**src/hdl/swfe_pkg.sv**
```systemverilog
package swfe_pkg;

    // Field widths fixed by the frame format.
    localparam int BYTE_W     = 8;
    localparam int SYNC_W     = 16;
    localparam int FLEN_W     = 8;
    localparam int TIME_W     = 32;
    localparam int COUNT_W    = 16;
    localparam int CFG_IDX_W  = 8;
    localparam int CFG_DATA_W = 16;

    // Register reset values.
    localparam logic [SYNC_W-1:0] SYNC_WORD_RESET    = 16'h7BFE;
    localparam logic [FLEN_W-1:0] FRAME_LENGTH_RESET = 8'd76;

    // Offset of the first byte after the sync word.
    localparam logic [FLEN_W-1:0] OFS_AFTER_SYNC = 8'd2;

    // Byte offsets of the captured fields, little-endian.
    localparam logic [FLEN_W-1:0] OFS_TIME0 = 8'd4;
    localparam logic [FLEN_W-1:0] OFS_TIME1 = 8'd5;
    localparam logic [FLEN_W-1:0] OFS_TIME2 = 8'd6;
    localparam logic [FLEN_W-1:0] OFS_TIME3 = 8'd7;
    localparam logic [FLEN_W-1:0] OFS_RED0  = 8'd8;
    localparam logic [FLEN_W-1:0] OFS_RED1  = 8'd9;
    localparam logic [FLEN_W-1:0] OFS_BLUE0 = 8'd10;
    localparam logic [FLEN_W-1:0] OFS_BLUE1 = 8'd11;

    typedef enum logic [CFG_IDX_W-1:0] {
        CFG_SYNC_WORD    = 8'd0,
        CFG_FRAME_LENGTH = 8'd1
    } cfg_index_t;

    typedef enum logic {
        ST_HUNT  = 1'b0,
        ST_FRAME = 1'b1
    } frame_state_t;

    typedef struct packed {
        logic signed [TIME_W-1:0] remaining_seconds;
        logic [COUNT_W-1:0]       red_count;
        logic [COUNT_W-1:0]       blue_count;
    } result_t;

    typedef struct packed {
        logic [SYNC_W-1:0] sync_word;
        logic [FLEN_W-1:0] frame_length;
    } cfg_t;

endpackage

```
**src/hdl/swfe_cfg_regs.sv**
```systemverilog
module swfe_cfg_regs
    import swfe_pkg::*;
(
    input  logic                  clk,
    input  logic                  rst_n,
    input  logic                  cfg_valid,
    output logic                  cfg_ready,
    input  logic [CFG_IDX_W-1:0]  cfg_index,
    input  logic [CFG_DATA_W-1:0] cfg_data,
    output cfg_t                  cfg
);

    logic [SYNC_W-1:0] sync_word_reg;
    logic [FLEN_W-1:0] frame_length_reg;

    // Writes are always taken; an unknown index is dropped.
    assign cfg_ready = 1'b1;

    always_ff @(posedge clk or negedge rst_n)
    begin
        if (!rst_n)
        begin
            sync_word_reg    <= SYNC_WORD_RESET;
            frame_length_reg <= FRAME_LENGTH_RESET;
        end
        else if (cfg_valid && cfg_ready)
        begin
            unique case (cfg_index)
                CFG_SYNC_WORD:    sync_word_reg    <= cfg_data[SYNC_W-1:0];
                CFG_FRAME_LENGTH: frame_length_reg <= cfg_data[FLEN_W-1:0];
                default:          ;
            endcase
        end
    end

    assign cfg.sync_word    = sync_word_reg;
    assign cfg.frame_length = frame_length_reg;

endmodule

```
**src/hdl/swfe_in_reg.sv**
```systemverilog
module swfe_in_reg
    import swfe_pkg::*;
(
    input  logic              clk,
    input  logic              rst_n,
    input  logic              in_valid,
    output logic              in_stall,
    input  logic [BYTE_W-1:0] data_byte,
    input  logic              consume,
    output logic              byte_valid,
    output logic [BYTE_W-1:0] byte_data
);

    logic              valid_reg;
    logic [BYTE_W-1:0] byte_reg;
    logic              load;

    // The register frees up in the same cycle that its byte is consumed.
    assign in_stall = valid_reg && !consume;
    assign load     = in_valid && !in_stall;

    always_ff @(posedge clk or negedge rst_n)
    begin
        if (!rst_n)
        begin
            valid_reg <= 1'b0;
        end
        else if (load)
        begin
            valid_reg <= 1'b1;
        end
        else if (consume)
        begin
            valid_reg <= 1'b0;
        end
    end

    always_ff @(posedge clk)
    begin
        if (load)
        begin
            byte_reg <= data_byte;
        end
    end

    assign byte_valid = valid_reg;
    assign byte_data  = byte_reg;

endmodule

```
**src/hdl/swfe_deframer.sv**
```systemverilog
module swfe_deframer
    import swfe_pkg::*;
(
    input  logic              clk,
    input  logic              rst_n,
    input  logic              step,
    input  logic [BYTE_W-1:0] byte_data,
    input  cfg_t              cfg,
    output logic              res_valid,
    output result_t           res
);

    frame_state_t             state_reg, state_next;
    logic [BYTE_W-1:0]        previous_byte_reg, previous_byte_next;
    logic                     previous_valid_reg, previous_valid_next;
    logic [FLEN_W-1:0]        byte_position_reg, byte_position_next;
    logic [TIME_W-1:0]        time_capture_reg, time_capture_next;
    logic [COUNT_W-1:0]       red_capture_reg, red_capture_next;
    logic [COUNT_W-1:0]       blue_capture_reg, blue_capture_next;

    logic [TIME_W-1:0]        time_merged;
    logic [COUNT_W-1:0]       red_merged;
    logic [COUNT_W-1:0]       blue_merged;
    logic                     sync_hit;
    logic                     frame_end;

    // Drop the current byte into whichever field owns its offset.
    always_comb
    begin
        time_merged = time_capture_reg;
        red_merged  = red_capture_reg;
        blue_merged = blue_capture_reg;
        case (byte_position_reg)
            OFS_TIME0: time_merged[7:0]   = byte_data;
            OFS_TIME1: time_merged[15:8]  = byte_data;
            OFS_TIME2: time_merged[23:16] = byte_data;
            OFS_TIME3: time_merged[31:24] = byte_data;
            OFS_RED0:  red_merged[7:0]    = byte_data;
            OFS_RED1:  red_merged[15:8]   = byte_data;
            OFS_BLUE0: blue_merged[7:0]   = byte_data;
            OFS_BLUE1: blue_merged[15:8]  = byte_data;
            default:   ;
        endcase
    end

    assign sync_hit  = previous_valid_reg && ({byte_data, previous_byte_reg} == cfg.sync_word);
    assign frame_end = ({1'b0, byte_position_reg} + 9'd1) >= {1'b0, cfg.frame_length};

    always_comb
    begin
        state_next          = state_reg;
        previous_byte_next  = previous_byte_reg;
        previous_valid_next = previous_valid_reg;
        byte_position_next  = byte_position_reg;
        time_capture_next   = time_capture_reg;
        red_capture_next    = red_capture_reg;
        blue_capture_next   = blue_capture_reg;
        res_valid           = 1'b0;
        if (step)
        begin
            unique case (state_reg)
                ST_HUNT:
                begin
                    if (sync_hit)
                    begin
                        state_next          = ST_FRAME;
                        byte_position_next  = OFS_AFTER_SYNC;
                        previous_valid_next = 1'b0;
                        previous_byte_next  = '0;
                        time_capture_next   = '0;
                        red_capture_next    = '0;
                        blue_capture_next   = '0;
                    end
                    else
                    begin
                        previous_byte_next  = byte_data;
                        previous_valid_next = 1'b1;
                    end
                end
                ST_FRAME:
                begin
                    time_capture_next = time_merged;
                    red_capture_next  = red_merged;
                    blue_capture_next = blue_merged;
                    if (frame_end)
                    begin
                        res_valid           = 1'b1;
                        state_next          = ST_HUNT;
                        byte_position_next  = '0;
                        previous_valid_next = 1'b0;
                        previous_byte_next  = '0;
                    end
                    else
                    begin
                        byte_position_next = byte_position_reg + 8'd1;
                    end
                end
                default: ;
            endcase
        end
    end

    // The result carries the last byte of the frame as well.
    assign res.remaining_seconds = time_merged;
    assign res.red_count         = red_merged;
    assign res.blue_count        = blue_merged;

    always_ff @(posedge clk or negedge rst_n)
    begin
        if (!rst_n)
        begin
            state_reg          <= ST_HUNT;
            previous_byte_reg  <= '0;
            previous_valid_reg <= 1'b0;
            byte_position_reg  <= '0;
            time_capture_reg   <= '0;
            red_capture_reg    <= '0;
            blue_capture_reg   <= '0;
        end
        else
        begin
            state_reg          <= state_next;
            previous_byte_reg  <= previous_byte_next;
            previous_valid_reg <= previous_valid_next;
            byte_position_reg  <= byte_position_next;
            time_capture_reg   <= time_capture_next;
            red_capture_reg    <= red_capture_next;
            blue_capture_reg   <= blue_capture_next;
        end
    end

endmodule

```
**src/hdl/swfe_out_reg.sv**
```systemverilog
module swfe_out_reg
    import swfe_pkg::*;
(
    input  logic    clk,
    input  logic    rst_n,
    input  logic    load,
    input  result_t res,
    input  logic    out_stall,
    output logic    free,
    output logic    out_valid,
    output result_t out_res
);

    logic    valid_reg;
    result_t res_reg;

    // A new result may enter when the register is empty or is being taken now.
    assign free = !valid_reg || !out_stall;

    always_ff @(posedge clk or negedge rst_n)
    begin
        if (!rst_n)
        begin
            valid_reg <= 1'b0;
        end
        else if (load)
        begin
            valid_reg <= 1'b1;
        end
        else if (!out_stall)
        begin
            valid_reg <= 1'b0;
        end
    end

    always_ff @(posedge clk)
    begin
        if (load)
        begin
            res_reg <= res;
        end
    end

    assign out_valid = valid_reg;
    assign out_res   = res_reg;

endmodule

```
**src/hdl/sync_word_frame_extractor_top.sv**
```systemverilog
// Channel   Direction  Handshake              Payload
// input     in         in_valid / in_stall    data_byte[7:0]
// output    out        out_valid / out_stall  remaining_seconds[31:0] signed,
//                                             red_count[15:0], blue_count[15:0]
// config    in         cfg_valid / cfg_ready  cfg_index[7:0], cfg_data[15:0]
//
// One byte is taken per clock while in_stall is low. A byte is processed in a cycle in
// which it sits in the input register and the result register is free; the result of a
// frame's last byte is loaded into the result register by that step and then shows on the output.
// The sustained rate of one byte per cycle, while neither side stalls, is set by the
// single deframing step between the input register and the result register.
// rst_n clears all control state asynchronously and restores the register defaults.
// While a result sits unclaimed under out_stall, the byte in the input register waits,
// and in_stall rises once that register is also full.
module sync_word_frame_extractor_top
    import swfe_pkg::*;
(
    input  logic                     clk,
    input  logic                     rst_n,
    input  logic                     in_valid,
    output logic                     in_stall,
    input  logic [BYTE_W-1:0]        data_byte,
    output logic                     out_valid,
    input  logic                     out_stall,
    output logic signed [TIME_W-1:0] remaining_seconds,
    output logic [COUNT_W-1:0]       red_count,
    output logic [COUNT_W-1:0]       blue_count,
    input  logic                     cfg_valid,
    output logic                     cfg_ready,
    input  logic [CFG_IDX_W-1:0]     cfg_index,
    input  logic [CFG_DATA_W-1:0]    cfg_data
);

    cfg_t              cfg;
    logic              byte_valid;
    logic [BYTE_W-1:0] byte_data;
    logic              out_free;
    logic              step;
    logic              res_valid;
    result_t           res;
    result_t           out_res;

    // Configuration registers. Writes are accepted on every cycle.
    swfe_cfg_regs u_cfg_regs (
        .clk       (clk),
        .rst_n     (rst_n),
        .cfg_valid (cfg_valid),
        .cfg_ready (cfg_ready),
        .cfg_index (cfg_index),
        .cfg_data  (cfg_data),
        .cfg       (cfg)
    );

    // Input register: holds one byte transfer until the deframer takes it.
    swfe_in_reg u_in_reg (
        .clk        (clk),
        .rst_n      (rst_n),
        .in_valid   (in_valid),
        .in_stall   (in_stall),
        .data_byte  (data_byte),
        .consume    (step),
        .byte_valid (byte_valid),
        .byte_data  (byte_data)
    );

    // The deframer steps only when the result register can take whatever it emits,
    // so no result is ever lost or overwritten.
    assign step = byte_valid && out_free;

    // Sync hunt, byte counting and field capture.
    swfe_deframer u_deframer (
        .clk       (clk),
        .rst_n     (rst_n),
        .step      (step),
        .byte_data (byte_data),
        .cfg       (cfg),
        .res_valid (res_valid),
        .res       (res)
    );

    // Result register: decouples the output handshake from the processing step.
    swfe_out_reg u_out_reg (
        .clk       (clk),
        .rst_n     (rst_n),
        .load      (res_valid),
        .res       (res),
        .out_stall (out_stall),
        .free      (out_free),
        .out_valid (out_valid),
        .out_res   (out_res)
    );

    assign remaining_seconds = out_res.remaining_seconds;
    assign red_count         = out_res.red_count;
    assign blue_count        = out_res.blue_count;

endmodule

```
**config.mk**
```make
export PLATFORM = sky130hd
export DESIGN_NAME = sync_word_frame_extractor_top
export DESIGN_NICKNAME = d
export VERILOG_FILES = /design/src/hdl/swfe_pkg.sv /design/src/hdl/swfe_cfg_regs.sv /design/src/hdl/swfe_in_reg.sv /design/src/hdl/swfe_deframer.sv /design/src/hdl/swfe_out_reg.sv /design/src/hdl/sync_word_frame_extractor_top.sv
export SDC_FILE = /design/constraint.sdc
export NUM_CORES = 1
export LEC_CHECK = 0
export BUFFER_PORTS_ARGS = -buffer_cell sky130_fd_sc_hd__buf_2
export CORE_ASPECT_RATIO = 1.2
export CORE_MARGIN = 3
export CORE_UTILIZATION = 32
export CTS_CLUSTER_DIAMETER = 150
export DETAILED_ROUTE_END_ITERATION = 8
export GPL_TIMING_DRIVEN = 0
export PLACE_DENSITY_LB_ADDON = 0.1
export SLEW_MARGIN = 25
export SYNTH_ARGS = -nofsm -noshare
export SYNTH_HDL_FRONTEND = slang
export SYNTH_SLANG_ARGS = --single-unit
```
**constraint.sdc**
```tcl
create_clock -name clk -period 14.7 [get_ports clk]
set_clock_uncertainty 0.2 [all_clocks]
set_input_delay 3.675 -clock clk [delete_from_list [all_inputs] [get_ports clk]]
set_output_delay 3.675 -clock clk [all_outputs]
set_load 0.02 [all_outputs]
```
# Word level (Yosys, flattened, before mapping)
# Cells that the tools add are included.
[word_totals]
out_inout_bits = 67
ff_bits = 180
word_cells = 79
in_bits = 37
[classes]
n_reduce_logical = 15
n_lt_le_gt_ge = 1
add_sub_neg = 2
mux = 32
bitwise = 1
n_eq_ne = 13
[op_table]
columns = ["cell", "count"]
rows = [
  ["two-way mux 8 bit", 12],
  ["one-hot mux 16 bit (2 select lines)", 2],
  ["one-hot mux 32 bit (2 select lines)", 1],
  ["== test 8 x 3 -> 1 bit, second input constant", 4],
  ["== test 8 x 4 -> 1 bit, second input constant", 4],
  ["two-way mux 32 bit", 1],
  ["one-hot mux 8 bit (2 select lines)", 2],
  ["== test 16 bit", 1],
  ["two-way mux 16 bit", 1],
  ["two-way mux 1 bit", 11],
  ["adder 8 x 1 -> 9 bit, second input constant", 1],
  [">= comparator 9 x 8 -> 1 bit", 1],
  ["adder 8 x 1 -> 8 bit, second input constant", 1],
  ["== test 8 x 1 -> 1 bit, second input constant", 1],
  ["logical NOT 8 bit", 1],
  ["AND reduction 2 bit", 4],
  ["logical AND 1 bit", 4],
  ["logical NOT 1 bit", 4],
  ["inequality test 2 x 1 -> 1 bit, second input constant", 2],
  ["one-hot mux 1 bit (2 select lines)", 2],
  ["inequality test 2 bit, second input constant", 1],
  ["nonzero test 2 bit", 1],
  ["logical OR 1 bit", 1],
  ["NOT 1 bit", 1],
]

# Longest topological paths before layout
[logic_depth]
depth_word = 8
mapped_depth = 12
depth_no_buf = 11

# By module
# From an unflattened synthesis, not the netlist that was laid out.
[hier_totals]
hier_cells = 644
hier_area_um2 = 8180.3
[by_module_without_submodules]
columns = ["mod", "cells_per_inst", "area_each_um2", "instances"]
rows = [
  ["swfe_deframer", 506, 4919.7, 1],
  ["swfe_out_reg", 67, 1958.1, 1],
  ["swfe_cfg_regs", 57, 998.5, 1],
  ["swfe_in_reg", 13, 297.8, 1],
  ["sync_word_frame_extractor_top", 1, 6.3, 1],
]

# Worst setup path after synthesis
# OpenSTA, ideal clock, no wires.
[synth_path]
kind = "in2out"
from = "in out_stall"
to = "out in_stall"
stages = 2
arrival_time_ns = 3.926
slack_ns = 6.899
path_cell_list = "nand3_1 > inv_1"
[synth_between]
elab_chain_len = 5
[synth_lines]
columns = ["element", "line_no", "text"]
rows = [
  ["start: declaration", "sync_word_frame_extractor_top.sv:24", "input logic out_stall,"],
  ["logical NOT 1 bit", "swfe_out_reg.sv:18", "assign free = !valid_reg || !out_stall;"],
  ["logical OR 1 bit", "swfe_out_reg.sv:18", ""],
  ["logical AND 1 bit", "sync_word_frame_extractor_top.sv:68", "assign step = byte_valid && out_free;"],
  ["logical NOT 1 bit", "swfe_in_reg.sv:19", "assign in_stall = valid_reg && !consume;"],
  ["logical AND 1 bit", "swfe_in_reg.sv:19", ""],
  ["end: declaration", "sync_word_frame_extractor_top.sv:21", "output logic in_stall,"],
]
# Every way passes these cells.

# Final worst setup path
# Ends and elaborated chain as after synthesis.

==> metrics <==
Worst path top cell family by delay=buffers and inverters; Syn Inst Count=645; DRT Wirelength=slightly below 20000 um; Clock Tree Root=clkbuf_16; Mean Syn Cell Area=~12 sq um; crit path cell chain=buf_2 > nand3_1 > inv_1 > buf_2; final period utilization=about 54%; slew margin rel.=a little under two fifths; worst skew pair latency=roughly 0.43 ns; Final Hold Fails=0; Final min period=around 8.0 ns; row cnt=a little over 60; HP Class=flop to flop; Clock Sink Count=180; Gate power share=4.2%; final std cells w/o fill=around 1100; DR iter-0 viols=roughly 500; Synth Area in Compound Gates=approximately 7%; worst slew pin tran=0.948 ns; Seq pwr share=approximately half; DIE HEIGHT=178 um; Synth Net Count=roughly 690; Pint=roughly 830 uW; Hold-fix buffers, CTS=0; ys async rst share=about three fifths; sw frac=22.1%; vias in the first global route=roughly 5400; status=finished, final reports clean; cts bufs inserted=17; maximum VDD drop=0.0777 mV; largest family of logic cells by synthesized area=multiplexers; CP required=between 10 and 15 ns; adder-cell share of the synthesized area=1.90%; Final setup viols=0; TritonCTS clock tree=yes; fraction of synthesized area in multiplexers=about an eighth; DRC Markers=0; P&R area growth vs syn=20.5%; max FFs per register=64; Setup CP Type=primary input to primary output; largest net degree at the start of global routing=59; ant diodes=0; Top FF cell, synth=dfrtp_1; die width=roughly 150 um; sw power=approximately 240 uW; drt wl/cell=18.0 um; pwr/cell area=between 100 and 150 nW/um^2; Clock Tree Buf Depth=2; number of post-CTS setup repair buffers=0; number of synthesized flops with an enable pin=between 70 and 80; Seq/Total Area, Yosys=between 60% and 70%; initial antenna violation count=0; Syn Std Cell Area=7910 sq um; Std-Cell Core Area=between 20000 and 25000 sq um; XOR/XNOR share of the synthesized area=2.32%; GPL Wtd Cong=about 0.79; via count=approximately 5300; startpoint types=primary input; DIE AREA=approximately 27000 sq um; Port Buf Inserts=102; leak pwr=3.95 nW; f_max=0.125 GHz; first-pass GRT wire length=around 31000 um; Placed Cells incl. Taps=between 1000 and 1500; DP HPWL=13600 um; RSZ-0062 raised after global routing=false; sum of buffers and inverters on the critical path=3; Final ANT Viol Nets=0; max-slew violation count=0; Worst EP arrival=slightly above 4 ns; Synth Area in Simple Gates=approximately an eighth; DR vias/cell=between 4 and 5; Crit. End Element=primary output; Distinct cells, synth=42; cts repair resizes=0; GRT Total Usage=between 15 and 20%; Clock Power Share=around 46%; CP max-delay cell=buf_2; final setup TNS=0 ns; Initial Util=about a third; CP max FO=3; # IOs=roughly 100; Overflow after GRT=0; most frequent CP cell=buf_2; YS warnings=0; Final #Nets=slightly above 800; clk slew on worst S/H paths=~0.06 ns; H-tree level count=4; Max stage delay on crit path=~0.15 ns; Max-Cap Viols=0; layout cell share with drive strength beyond 1=33.6%; post-synthesis register bit count=180; drt pass-1 iters=5
## layout make-up
class	instances	area (sq um)
inverter	13	48.8
multi-input combinational	423	2810
clock buffer	18	429
buffer	29	174
clock inverter	14	196
fill	2340	14600
tap	320	400
timing repair buffer	105	592
sequential	180	4880
## per-layer routing
| layer | track usage [%] | vias up | wire [um] | part of all wire, % |
|---|---|---|---|---|
| met5 | 0 | - | 0 | 0 |
| met4 | 6.22 | 0 | 554 | 2.8 |
| met3 | 3.38 | 32 | 1160 | 5.8 |
| met2 | 24.6 | 172 | 9310 | 47 |
| met1 | 20.5 | 2572 | 8840 | 45 |
| li1 | - | 2513 | - | - |
## cells in the mapped netlist (all sizes together), types with 5 or more instances
cell type | n | share of area [%]
nor2 | 136 | 6.5
dfrtp | 92 | 29
mux2 | 88 | 13
edfxtp | 72 | 27
a21oi | 69 | 4.4
nand2 | 31 | 1.7
clkbuf | 20 | 0.96
dfstp | 16 | 5.3
nand3 | 15 | 0.95
inv | 13 | 0.62
ha | 12 | 1.9
xor2 | 11 | 1.2
xnor2 | 10 | 1.1
buf | 9 | 1.2
a22o | 8 | 0.89
nor4 | 5 | 0.40
## power by group through the flow
stage	combinational, mW	clock [mW]	sequential, mW
after floorplan	0.0215	0	0.543
after global placement	0.0434	0	0.545
after detailed placement	0.0458	0	0.545
after CTS	0.0461	0.502	0.535
after global routing	0.0499	0.520	0.535
final	0.0448	0.488	0.535
## worst paths after layout
path	start	to	cells past startpoint	slack (ns)
setup / recovery	out_stall	in_stall	4	6.69
hold / removal	u_cfg_regs.frame_length_reg[7]	u_cfg_regs.frame_length_reg[7]	1	0.31
setup reg to reg	u_deframer.byte_position_reg[0]	u_out_reg.out_res[15]	11	11.03
hold reg to reg	u_cfg_regs.frame_length_reg[7]	u_cfg_regs.frame_length_reg[7]	1	0.31
max in group asynchronous	rst_n	u_cfg_regs.frame_length_reg[3]	2	10.60
min in group asynchronous	rst_n	u_deframer.previous_byte_reg[7]	1	3.01
## cell families after synthesis
| kind of cell | Yosys count |
|---|---|
| xor+xnor | 21 |
| simple gates | 207 |
| flops | 180 |
| other cells | 1 |
| compound gates | 94 |
| fa+ha+maj | 12 |
| mux | 88 |
| buf+inv | 42 |
## metrics by stage
step / instance area (sq um) / hold slack (ns) / util (%) / power [mW] / setup WS [ns]
after global placement: 8820 / 0.288 / 36.6 / 0.588 / 5.95
final: 9540 / 0.306 / 39.5 / 1.07 / 6.69
after floorplan: 7910 / 0.263 / - / 0.565 / 6.90
after global routing: 9540 / 0.332 / 39.5 / 1.11 / 6.59
after CTS: 9540 / 0.308 / 39.5 / 1.08 / 6.68
after detailed placement: 8910 / 0.294 / 36.9 / 0.590 / 6.69
## placed cells by master (no fill, tap or decap), drive strengths merged, types with 2 or more instances in the layout
cell type,n
a32o,4
buf,114
nor2,136
xnor2,10
a22o,8
o221ai,2
clkbuf,38
nand2b,4
nor3,2
xor2,11
bufinv,4
dfrtp,92
a21o,4
a21oi,69
nor4b,3
nor4,5
edfxtp,72
nand3,15
mux2,88
o21ai,3
nor3b,3
nand2,31
dfstp,16
ha,12
and2,2
clkinv,5
inv,18
(Power assumes the default switching activity.)
